## config.mk

```make
export PLATFORM = sky130hd
export DESIGN_NAME = intel_hex_record_parser_flat
export DESIGN_NICKNAME = d
export VERILOG_FILES = /design/src/hdl/ihex_pkg.sv /design/src/hdl/ihex_stream_if.sv /design/src/hdl/ihex_front.sv /design/src/hdl/ihex_back.sv /design/src/hdl/intel_hex_record_parser.sv /design/src/flat_wrapper.sv
export SDC_FILE = /design/constraint.sdc
export NUM_CORES = 1
export LEC_CHECK = 0
export ABC_CLOCK_PERIOD_IN_PS = 10800
export BUFFER_PORTS_ARGS = -buffer_cell sky130_fd_sc_hd__buf_2
export CORE_UTILIZATION = 53
export CTS_CLUSTER_DIAMETER = 200
export DETAILED_ROUTE_END_ITERATION = 16
export PLACE_DENSITY = 0.7
export SYNTH_ARGS = -nofsm -noshare
export SYNTH_HDL_FRONTEND = slang
export SYNTH_HIERARCHICAL = 1
export SYNTH_SLANG_ARGS = --single-unit
```

## constraint.sdc

```tcl
create_clock -name clk -period 10.8 [get_ports clk]
set_clock_uncertainty 0.15 [all_clocks]
set_input_delay 0.54 -clock clk [delete_from_list [all_inputs] [get_ports clk]]
set_output_delay 0.54 -clock clk [all_outputs]
set_load 0.1 [all_outputs]
```

## src/hdl/ihex_pkg.sv

```systemverilog
// ----------------------------------------------------------------------------
// ihex_pkg
// Types and codes shared by the Intel HEX record parser modules.
// ----------------------------------------------------------------------------
package ihex_pkg;

  localparam logic [1:0] CMD_TEXT    = 2'd0;
  localparam logic [1:0] CMD_RESTART = 2'd1;
  localparam logic [1:0] CMD_END     = 2'd2;
  localparam logic [1:0] CMD_NOP     = 2'd3;

  localparam logic [1:0] KIND_WRITE    = 2'd0;
  localparam logic [1:0] KIND_RECORD   = 2'd1;
  localparam logic [1:0] KIND_COMPLETE = 2'd2;
  localparam logic [1:0] KIND_ERROR    = 2'd3;

  localparam logic [2:0] ERR_NO_COLON  = 3'd0;
  localparam logic [2:0] ERR_BAD_HEX   = 3'd1;
  localparam logic [2:0] ERR_SHORT     = 3'd2;
  localparam logic [2:0] ERR_RANGE     = 3'd3;
  localparam logic [2:0] ERR_CHECKSUM  = 3'd4;
  localparam logic [2:0] ERR_REC_TYPE  = 3'd5;
  localparam logic [2:0] ERR_NO_END    = 3'd6;

  localparam logic [7:0] CHAR_COLON   = 8'h3A;
  localparam logic [7:0] CHAR_NEWLINE = 8'h0A;
  localparam logic [7:0] REC_DATA     = 8'h00;
  localparam logic [7:0] REC_EOF      = 8'h01;

  typedef enum logic [3:0] {
    PH_COLON, PH_LEN_H, PH_LEN_L, PH_OFF_0, PH_OFF_1, PH_OFF_2, PH_OFF_3,
    PH_TYP_H, PH_TYP_L, PH_DAT_H, PH_DAT_L, PH_CHK_H, PH_CHK_L, PH_EOL
  } phase_t;

  typedef enum logic [1:0] {
    FIN_BUSY,
    FIN_OK,
    FIN_FAIL
  } fin_t;

  typedef struct packed {
    logic [1:0] cmd;
    logic [7:0] character;
  } in_item_t;

  typedef struct packed {
    logic [1:0]  kind;
    logic [2:0]  error_code;
    logic [15:0] write_address;
    logic [7:0]  write_data;
    logic [15:0] lowest_address;
    logic [15:0] highest_address;
  } out_item_t;

  // classified character
  typedef struct packed {
    logic [1:0] cmd;
    logic       is_colon;
    logic       is_newline;
    logic       is_hex;
    logic [3:0] nibble;
  } tok_t;

endpackage

```

## src/hdl/ihex_stream_if.sv

```systemverilog
// ----------------------------------------------------------------------------
// ihex_stream_if
// Valid/ready stream channel carrying one payload per transaction.
// ----------------------------------------------------------------------------
interface ihex_stream_if #(
  parameter type T = logic
) ();
  logic valid;
  logic ready;
  T     data;

  modport source (output valid, output data, input ready);
  modport sink   (input valid, input data, output ready);
endinterface

```

## src/hdl/ihex_front.sv

```systemverilog
// ----------------------------------------------------------------------------
// ihex_front
// Accepts characters, classifies them and queues the tokens (two entries).
// ----------------------------------------------------------------------------
module ihex_front import ihex_pkg::*; (
  input  logic         clk,
  input  logic         rst,
  ihex_stream_if.sink  chars,
  output tok_t         tok,
  output logic         tok_valid,
  input  logic         tok_pop
);

  tok_t       q [2];
  logic       wr_ptr;
  logic       rd_ptr;
  logic [1:0] count;
  tok_t       cls;
  logic       take;
  logic       push;

  always_comb begin
    cls.cmd        = chars.data.cmd;
    cls.is_colon   = (chars.data.character == CHAR_COLON);
    cls.is_newline = (chars.data.character == CHAR_NEWLINE);
    cls.is_hex     = 1'b1;
    cls.nibble     = chars.data.character[3:0];
    case (chars.data.character) inside
      [8'h30:8'h39]: cls.nibble = chars.data.character[3:0];
      [8'h41:8'h46],
      [8'h61:8'h66]: cls.nibble = chars.data.character[3:0] + 4'd9;
      default:       cls.is_hex = 1'b0;
    endcase
  end

  assign chars.ready = (count != 2'd2);
  assign take        = chars.valid && chars.ready;
  // no-op commands are taken and dropped
  assign push        = take && (chars.data.cmd != CMD_NOP);
  assign tok_valid   = (count != 2'd0);
  assign tok         = q[rd_ptr];

  always_ff @(posedge clk) begin
    if (push) begin
      q[wr_ptr] <= cls;
    end
  end

  always_ff @(posedge clk) begin
    if (rst) begin
      wr_ptr <= 1'b0;
      rd_ptr <= 1'b0;
      count  <= 2'd0;
    end else begin
      if (push) begin
        wr_ptr <= ~wr_ptr;
      end
      if (tok_pop) begin
        rd_ptr <= ~rd_ptr;
      end
      count <= count + {1'b0, push} - {1'b0, tok_pop};
    end
  end

endmodule

```

## src/hdl/ihex_back.sv

```systemverilog
// ----------------------------------------------------------------------------
// ihex_back
// Record parser state machine and result register.
// ----------------------------------------------------------------------------
module ihex_back import ihex_pkg::*; #(
  parameter int FLASH_BYTES = 65536
) (
  input  logic          clk,
  input  logic          rst,
  input  tok_t          tok,
  input  logic          tok_valid,
  output logic          tok_pop,
  ihex_stream_if.source results
);

  localparam logic [16:0] FLASH_LIMIT = 17'(FLASH_BYTES);

  phase_t      phase, phase_next;
  fin_t        fin, fin_next;
  logic [3:0]  high_nibble, high_nibble_next;
  logic [7:0]  rec_len, rec_len_next;
  logic [15:0] rec_off, rec_off_next;
  logic [7:0]  bytes_done, bytes_done_next;
  logic [7:0]  sum, sum_next;
  logic [15:0] lowest, lowest_next;
  logic [15:0] highest, highest_next;

  logic        out_valid;
  out_item_t   out_data;
  logic        emit;
  out_item_t   res;

  logic [7:0]  byte_val;
  logic [7:0]  sum_plus;
  logic [15:0] off_shift;
  logic [16:0] addr;
  logic [7:0]  bytes_inc;

  assign tok_pop       = tok_valid && (!out_valid || results.ready);
  assign results.valid = out_valid;
  assign results.data  = out_data;

  assign byte_val  = {high_nibble, tok.nibble};
  assign sum_plus  = sum + byte_val;
  assign off_shift = {rec_off[11:0], tok.nibble};
  assign addr      = {1'b0, rec_off} + {9'd0, bytes_done};
  assign bytes_inc = bytes_done + 8'd1;

  always_ff @(posedge clk) begin
    if (rst) begin
      phase       <= PH_COLON;
      fin         <= FIN_BUSY;
      high_nibble <= '0;
      rec_len     <= '0;
      rec_off     <= '0;
      bytes_done  <= '0;
      sum         <= '0;
      lowest      <= 16'hFFFF;
      highest     <= '0;
    end else if (tok_pop) begin
      phase       <= phase_next;
      fin         <= fin_next;
      high_nibble <= high_nibble_next;
      rec_len     <= rec_len_next;
      rec_off     <= rec_off_next;
      bytes_done  <= bytes_done_next;
      sum         <= sum_next;
      lowest      <= lowest_next;
      highest     <= highest_next;
    end
  end

  always_comb begin
    phase_next       = phase;
    fin_next         = fin;
    high_nibble_next = high_nibble;
    rec_len_next     = rec_len;
    rec_off_next     = rec_off;
    bytes_done_next  = bytes_done;
    sum_next         = sum;
    lowest_next      = lowest;
    highest_next     = highest;
    emit             = 1'b0;
    res              = '0;

    if (tok.cmd == CMD_RESTART) begin
      phase_next       = PH_COLON;
      fin_next         = FIN_BUSY;
      high_nibble_next = '0;
      rec_len_next     = '0;
      rec_off_next     = '0;
      bytes_done_next  = '0;
      sum_next         = '0;
      lowest_next      = 16'hFFFF;
      highest_next     = '0;
    end else if (fin != FIN_BUSY) begin
      phase_next = phase;
    end else if (tok.cmd == CMD_END) begin
      fin_next       = FIN_FAIL;
      emit           = 1'b1;
      res.kind       = KIND_ERROR;
      res.error_code = ERR_NO_END;
    end else if (phase == PH_COLON) begin
      if (!tok.is_colon) begin
        fin_next       = FIN_FAIL;
        emit           = 1'b1;
        res.kind       = KIND_ERROR;
        res.error_code = ERR_NO_COLON;
      end else begin
        sum_next        = '0;
        bytes_done_next = '0;
        rec_off_next    = '0;
        phase_next      = PH_LEN_H;
      end
    end else if (phase == PH_EOL) begin
      if (tok.is_newline) begin
        phase_next = PH_COLON;
      end
    end else if (tok.is_newline) begin
      fin_next       = FIN_FAIL;
      emit           = 1'b1;
      res.kind       = KIND_ERROR;
      res.error_code = ERR_SHORT;
    end else if (!tok.is_hex) begin
      fin_next       = FIN_FAIL;
      emit           = 1'b1;
      res.kind       = KIND_ERROR;
      res.error_code = ERR_BAD_HEX;
    end else begin
      case (phase)
        PH_OFF_0: begin
          rec_off_next = off_shift;
          phase_next   = PH_OFF_1;
        end
        PH_OFF_1: begin
          rec_off_next = off_shift;
          sum_next     = sum + off_shift[7:0];
          phase_next   = PH_OFF_2;
        end
        PH_OFF_2: begin
          rec_off_next = off_shift;
          phase_next   = PH_OFF_3;
        end
        PH_OFF_3: begin
          rec_off_next = off_shift;
          sum_next     = sum + off_shift[7:0];
          phase_next   = PH_TYP_H;
        end
        PH_LEN_H: begin
          high_nibble_next = tok.nibble;
          phase_next       = PH_LEN_L;
        end
        PH_TYP_H: begin
          high_nibble_next = tok.nibble;
          phase_next       = PH_TYP_L;
        end
        PH_DAT_H: begin
          high_nibble_next = tok.nibble;
          phase_next       = PH_DAT_L;
        end
        PH_CHK_H: begin
          high_nibble_next = tok.nibble;
          phase_next       = PH_CHK_L;
        end
        PH_LEN_L: begin
          rec_len_next = byte_val;
          sum_next     = sum_plus;
          phase_next   = PH_OFF_0;
        end
        PH_TYP_L: begin
          sum_next = sum_plus;
          if (byte_val == REC_EOF) begin
            fin_next            = FIN_OK;
            emit                = 1'b1;
            res.kind            = KIND_COMPLETE;
            res.lowest_address  = lowest;
            res.highest_address = highest;
          end else if (byte_val != REC_DATA) begin
            fin_next       = FIN_FAIL;
            emit           = 1'b1;
            res.kind       = KIND_ERROR;
            res.error_code = ERR_REC_TYPE;
          end else begin
            phase_next = (rec_len == 8'd0) ? PH_CHK_H : PH_DAT_H;
          end
        end
        PH_DAT_L: begin
          sum_next = sum_plus;
          if (addr >= FLASH_LIMIT) begin
            fin_next       = FIN_FAIL;
            emit           = 1'b1;
            res.kind       = KIND_ERROR;
            res.error_code = ERR_RANGE;
          end else begin
            if (addr[15:0] < lowest) begin
              lowest_next = addr[15:0];
            end
            if (addr[15:0] > highest) begin
              highest_next = addr[15:0];
            end
            bytes_done_next   = bytes_inc;
            phase_next        = (bytes_inc >= rec_len) ? PH_CHK_H : PH_DAT_H;
            emit              = 1'b1;
            res.kind          = KIND_WRITE;
            res.write_address = addr[15:0];
            res.write_data    = byte_val;
          end
        end
        PH_CHK_L: begin
          sum_next = sum_plus;
          if (sum_plus != 8'd0) begin
            fin_next       = FIN_FAIL;
            emit           = 1'b1;
            res.kind       = KIND_ERROR;
            res.error_code = ERR_CHECKSUM;
          end else begin
            phase_next = PH_EOL;
            emit       = 1'b1;
            res.kind   = KIND_RECORD;
          end
        end
        default: begin
          phase_next = phase;
        end
      endcase
    end
  end

  always_ff @(posedge clk) begin
    if (tok_pop && emit) begin
      out_data <= res;
    end
  end

  always_ff @(posedge clk) begin
    if (rst) begin
      out_valid <= 1'b0;
    end else if (tok_pop && emit) begin
      out_valid <= 1'b1;
    end else if (results.ready) begin
      out_valid <= 1'b0;
    end
  end

`ifndef SYNTHESIS
  a_err_code_clean: assert property (@(posedge clk) disable iff (rst)
    (out_valid && out_data.kind != KIND_ERROR) |-> (out_data.error_code == ERR_NO_COLON))
    else $error("error code set on a non-error result");

  a_fin_sticky: assert property (@(posedge clk) disable iff (rst)
    (fin != FIN_BUSY && !(tok_pop && tok.cmd == CMD_RESTART)) |=> (fin == $past(fin)))
    else $error("finished state changed without restart");

  a_bounds_track: assert property (@(posedge clk) disable iff (rst)
    (tok_pop && emit && res.kind == KIND_WRITE) |=>
      (lowest <= $past(res.write_address) && highest >= $past(res.write_address)))
    else $error("address bounds miss a written byte");

  a_no_emit_when_done: assert property (@(posedge clk) disable iff (rst)
    (tok_pop && fin != FIN_BUSY) |-> !emit)
    else $error("result after parse finished");
`endif

endmodule

```

## src/hdl/intel_hex_record_parser.sv

```systemverilog
// ----------------------------------------------------------------------------
// intel_hex_record_parser
// Intel HEX text parser emitting byte writes, record status, bounds and errors.
//
//   channel   dir  transaction payload
//   chars     in   cmd, character
//   results   out  kind, error_code, write_address, write_data,
//                  lowest_address, highest_address
//
// One character per cycle sustained while results are taken. A character
// is queued as a token, then parsed into the result register and offered.
// While a result waits at the output the parser holds; the two-entry token
// queue takes up to two more characters before chars.ready drops.
// Reset is synchronous; no clearing pass is needed.
// ----------------------------------------------------------------------------
module intel_hex_record_parser import ihex_pkg::*; #(
  parameter int FLASH_BYTES = 65536
) (
  input  logic          clk,
  input  logic          rst,
  ihex_stream_if.sink   chars,
  ihex_stream_if.source results
);

  tok_t tok;
  logic tok_valid;
  logic tok_pop;

  ihex_front u_front (
    .clk       (clk),
    .rst       (rst),
    .chars     (chars),
    .tok       (tok),
    .tok_valid (tok_valid),
    .tok_pop   (tok_pop)
  );

  ihex_back #(
    .FLASH_BYTES (FLASH_BYTES)
  ) u_back (
    .clk       (clk),
    .rst       (rst),
    .tok       (tok),
    .tok_valid (tok_valid),
    .tok_pop   (tok_pop),
    .results   (results)
  );

endmodule

```

## src/flat_wrapper.sv

```systemverilog
// flat-port wrapper written by rule: the top's interface ports become plain ports
module intel_hex_record_parser_flat import ihex_pkg::*;
#(
  parameter int FLASH_BYTES = 65536
)
  (clk, rst, chars_valid, chars_data, chars_ready, results_valid, results_data, results_ready);
  ihex_stream_if #(.T(in_item_t)) chars_i ();
  ihex_stream_if #(.T(out_item_t)) results_i ();
  input  logic clk;
  input  logic rst;
  input wire logic [$bits(chars_i.valid)-1:0] chars_valid;
  input wire logic [$bits(chars_i.data)-1:0] chars_data;
  output wire logic [$bits(chars_i.ready)-1:0] chars_ready;
  output wire logic [$bits(results_i.valid)-1:0] results_valid;
  output wire logic [$bits(results_i.data)-1:0] results_data;
  input wire logic [$bits(results_i.ready)-1:0] results_ready;
  assign chars_i.valid = chars_valid;
  assign chars_i.data = chars_data;
  assign chars_ready = chars_i.ready;
  assign results_valid = results_i.valid;
  assign results_data = results_i.data;
  assign results_i.ready = results_ready;
  intel_hex_record_parser #(.FLASH_BYTES(FLASH_BYTES)) u_core (.clk(clk), .rst(rst), .chars(chars_i), .results(results_i));
endmodule
```

==> Yosys cells after proc, flatten, opt, wreduce, memory -nomap -nowiden <==
Memory sizes are Yosys's and may differ from the RTL's. A register that Yosys moved wholly into a read port is not among the register bits.
Cells that the tools add are included.
{ "word_totals": {"reg_bits": 148, "mem_bits_rw": 18, "output_inout_bits": 63, "mem_count": 1} }
{ "memory_table": {"columns": ["name", "depth", "width", "read_ports", "rd_ports_with_merged_regs", "write_ports", "line", "text"], "rows": [
  ["u_core.u_front.q", 2, 9, 1, 1, 1, "ihex_front.sv:14", "tok_t q [2];"]
]} }
{ "classes": {"n_addsub": 7, "order_cmp": 10, "n_eq_ne": 42, "muxes": 133, "bitwise": 6, "reduce_logical": 47} }
{ "ops": {"columns": ["op", "count"], "rows": [
  ["two-way mux 16 bit", 29],
  ["two-way mux 8 bit", 25],
  ["two-way mux 56 bit", 2],
  ["two-way mux 4 bit", 23],
  ["two-way mux 32 bit", 2],
  ["two-way mux 61 bit", 1],
  ["two-way mux 24 bit", 2],
  ["one-hot mux 4 bit (12 select lines)", 1],
  ["AND reduction 8 bit", 5],
  ["two-way mux 2 bit", 18],
  ["two-way mux 5 bit", 6],
  ["equality test 4 bit (second input constant)", 6],
  ["!= test 5 bit (second input constant)", 4],
  ["AND reduction 10 bit", 2],
  ["two-way mux 1 bit", 18],
  ["nonzero test 2 bit", 9],
  ["OR reduction 9 bit", 2],
  ["adder 16 x 8 -> 17 bit", 1],
  [">= comparator 17 bit (second input constant)", 1],
  ["adder 8 bit", 2],
  ["equality test 4 x 3 -> 1 bit (second input constant)", 4],
  [">= comparator 8 x 7 -> 1 bit (second input constant)", 2],
  ["greater-than comparator 16 bit", 1],
  ["less-or-equal comparator 8 x 7 -> 1 bit (second input constant)", 2],
  ["42 further kinds", 77]
]} }

==> Longest topological paths before layout <==
{ "depth": {"ltp_word": 13, "mapped_depth": 17, "mapped_depth_nobuf": 16} }

==> Cells and area by module <==
The synthesis kept the hierarchy.
{ "modules_own_cells": {"columns": ["mod", "instances", "cells_each", "area_per_inst_um2", "seq_area_each_um2"], "rows": [
  ["ihex_back", 1, 872, 8122.8, 3493.4],
  ["ihex_front", 1, 85, 1128.6, 640.6]
]} }

==> Least setup slack after synthesis <==
OpenSTA, ideal clock, no wires.
{ "synth_timing": {"path_type": "reg2reg", "start": "register u_core.u_back.bytes_done[0]", "end": "register u_core.u_back.lowest[11]", "setup_time_ps": 132, "arrival_ps": 3719, "required_ps": 10518, "path_slack_ps": 6799, "path_stages_with_launch": 16, "path_buffers": 1, "path_cell_list": "dfxtp_1 > ha_1 > fa_1 > a211oi_1 > o21a_1 > xor2_1 > inv_1 > ha_1 > and4_1 > a2111oi_0 > o21ai_1 > a2111oi_2 > a21boi_2 > buf_2 > nor4b_1 > a31oi_1"} }
{ "synth_via": {"word_cells_on_any_way": 16, "cone_classes": "1 x add/sub; 2 x order compare; 1 x eq/ne; 10 x mux; 2 x reduce/logical"} }
{ "synth_lines": {"columns": ["element", "line", "text"], "rows": [
  ["start: declaration", "ihex_back.sv:23", "logic [7:0] bytes_done, bytes_done_next;"],
  ["start signal: assignment", "ihex_back.sv:66", "bytes_done <= bytes_done_next;"],
  ["adder 16 x 8 -> 17 bit *", "ihex_back.sv:46", "assign addr = {1'b0, rec_off} + {9'd0, bytes_done};"],
  ["via u_core.u_back.addr[6]", "ihex_back.sv:36", "logic [16:0] addr;"],
  [">= comparator 17 bit / < comparator 16 bit (equally long branches)", "ihex_back.sv:189, ihex_back.sv:195", null],
  ["!= test 2 bit (no line) / nonzero test 2 bit (equally long branches)", null, null],
  ["AND reduction 10 bit (no line) *", null, null],
  ["end signal: assignment", "ihex_back.sv:68", "lowest <= lowest_next;"],
  ["end: declaration", "ihex_back.sv:25", "logic [15:0] lowest, lowest_next;"]
]} }
Mark *: on every way through the listed nets, which the timed path passes. The rest lies on a longest branch. The select of a mux whose other input is x is not followed.
A chain may end at the register's enable or synchronous reset.

==> Worst setup path in the final report <==
Same ends and word-level chain as after synthesis.

==> results.ini <==
[outcome]
status=complete, no violations

[synth]
synthCells=957
netlist_area_sq_um=9250
synth_nets=1039
syn_avg_cell_area_sq_um=9.67
synth-seq-cells=167
async_flop_share=0
synth_common_cells=88 x dfxtp_1, 79 x edfxtp_1, 69 x nand2_1
synth.most_common_cell=dfxtp_1
synth_edf_count=79
synth_area_leader_cell=edfxtp_1
ys.flop_type=dfxtp_1
synthTopCellsByArea=edfxtp_1 26%, dfxtp_1 19%, ha_1 8.9%
synth_cell_type_count=81
synth_top_area_share=0.256
seq_area_frac_synth=0.447
synth.yosys.warnings=6

[finish]
final_util=0.621
drive_above_1_share=0.151
layout.cells.non_filler=1247
area_delta_synth_final_pct=12.9
nets=1096
nFillCells=1418
diodes=0

[place]
portBuffers=76
place_congestion=0.895
dpl.cell_count=1215
dp_hpwl_um=15800
pre_cts_ws_ns=6.13

[sta]
slew_violations=0
worst_slew_pin_slew_ns=1.06
slew_headroom=0.286
hold_viol_final=0
tns_ns=0
layout_min_cycle_time_ns=4.96
rsz0062_at_grt=no
fin_ws_ns=5.84
finalCritPeriodShare=0.460
max_freq_mhz=201
finalSetupViolCount=0

[global_routing]
grt_usage=0.254
grt_pass1_vias=7098
grt_pass1_wl_um=35700
antenna_found_initial=0
grt_max_degree=64
gr-total-overflow=0

[hold_path]
hold_path_class=in -> reg

[detailed_routing]
ant_nets=0
routedWlPerCell_um=17.8
dr.pass1.iters=5
drt_iter0_markers=533
wl_met2_um=9980
met3_wirelength_um=1250
wl_um=22200
top_layer=met4
viasPerCell=6.00
drc_errors=0
wl_met1_um=10600
num_vias=7482

[cts]
cts_max_level=4
numClockSinks=167
ctsResizeCount=0
cts_tree=yes
numCtsBuffers=17
hold_buffers=0
insertion_delay_ns=0.43
clkTransAtPathRegs_ns=0.07
post_cts_buffers=0
root_buffer=clkbuf_16
cts_max_path_buffers=2

[job]
maxCapViolCount=0

[pwr]
power_leakage_nw=4.33
finalPower_mw=2.74
power_per_cell_area_nw_per_um2=262
vdd.ir_drop.worst_mv=0.194

[setup_path]
cp_max_fo=24
r2r_slack_ns=5.84
cp-end-kind=register
critPathKind=reg -> reg
arrival_ns=5.09
cp_data_required_time_ns=10.93
worstSetupStartpointType=register

[floorplanning]
die_area_sq_um=18000
rows=47
die_w_um=134
die_height_um=134
initial_core_util=0.550
core_area_sq_um=16800
ios=77

## routing by layer
metal | up-vias | track usage
met5 | - | 0
met4 | 0 | 0.0924
met3 | 33 | 0.0378
met2 | 243 | 0.392
met1 | 3567 | 0.361
li1 | 3639 | -
## worst max-delay path, cell delays in order, from the launching register on
cell and delay (ns):
dfxtp_1 0.36, ha_1 0.24, fa_1 0.43, a211oi_1 0.23
o21a_1 0.32, a21oi_1 0.13, xnor2_1 0.42, inv_1 0.16
ha_1 0.22, a2111oi_0 0.46, o21ai_0 0.21, a31o_2 0.28
a211oi_1 0.40, a21boi_2 0.36, nor4b_1 0.39, a31oi_1 0.06
## kinds of logic (layout without fill, tap and decap cells)
logic type / Yosys count / count (layout) / synth area share
AOI/OAI and AO/OA: 208 / 208 / 0.150
xor gates and xnor gates: 33 / 33 / 0.0312
adders and majority gates: 68 / 68 / 0.0936
buffers and inverters: 107 / 177 / 0.0468
DFF: 167 / 167 / 0.447
muxes: 32 / 32 / 0.0360
and+or+nand+nor: 342 / 342 / 0.196
## layout make-up
| class | count | area [sq um] | area share |
|---|---|---|---|
| Clock buffer | 17 | 425 | 0.0407 |
| Clock inverter | 15 | 263 | 0.0251 |
| Inverter | 62 | 233 | 0.0223 |
| Multi-Input combinational cell | 683 | 4680 | 0.448 |
| Sequential cell | 167 | 4130 | 0.396 |
| Tap cell | 220 | 275 | 0.0263 |
| Timing Repair Buffer | 83 | 433 | 0.0414 |
## where the power goes
group	switching (mW)	internal [mW]
clock network	0.267	0.440
registers	0.0505	0.806
logic	0.968	0.209
## state kept, by name, summed over array words and instances, names as in the netlist, named ones only
register,cells
u_core/u_back/results.valid,1
u_core/u_front/wr_ptr,1
u_core/u_back/lowest,16
u_core/u_back/bytes_done,8
u_core/u_back/phase,4
u_core/u_back/rec_off,16
u_core/u_front/q,18
u_core/u_front/rd_ptr,1
u_core/u_back/highest,16
u_core/u_back/high_nibble,4
u_core/u_back/rec_len,8
u_core/u_back/results.data,61
u_core/u_back/sum,8
u_core/u_back/fin,2
u_core/u_front/count,2
## through the flow
| step | cell area [sq um] | hold WS [ns] |
|---|---|---|
| after floorplan | 9250 | 0.286 |
| after CTS | 10400 | 0.160 |
| after global routing | 10400 | 0.164 |
| final | 10400 | 0.164 |
| after detailed placement | 9760 | 0.300 |
| after global placement | 9760 | 0.293 |
## final timing paths
path | start | endpoint | cells after the start
setup reg to reg | u_core/u_back/bytes_done[0] | u_core/u_back/lowest[11] | 15
hold / removal | chars_data[8] | u_core/u_front/q[0][7] | 1
hold reg to reg | u_core/u_back/sum[3] | u_core/u_back/sum[3] | 2
setup / recovery | u_core/u_back/bytes_done[0] | u_core/u_back/lowest[11] | 15
## placed cells by master, fill, tap and decap left out, drive strengths merged, types with 36 or more instances in the layout
master  count
buf        83
nor4       36
edfxtp     79
a21oi      67
nand3      49
ha         66
inv        67
dfxtp      88
nand2      70
nor2       68
(Power assumes the default switching activity.)
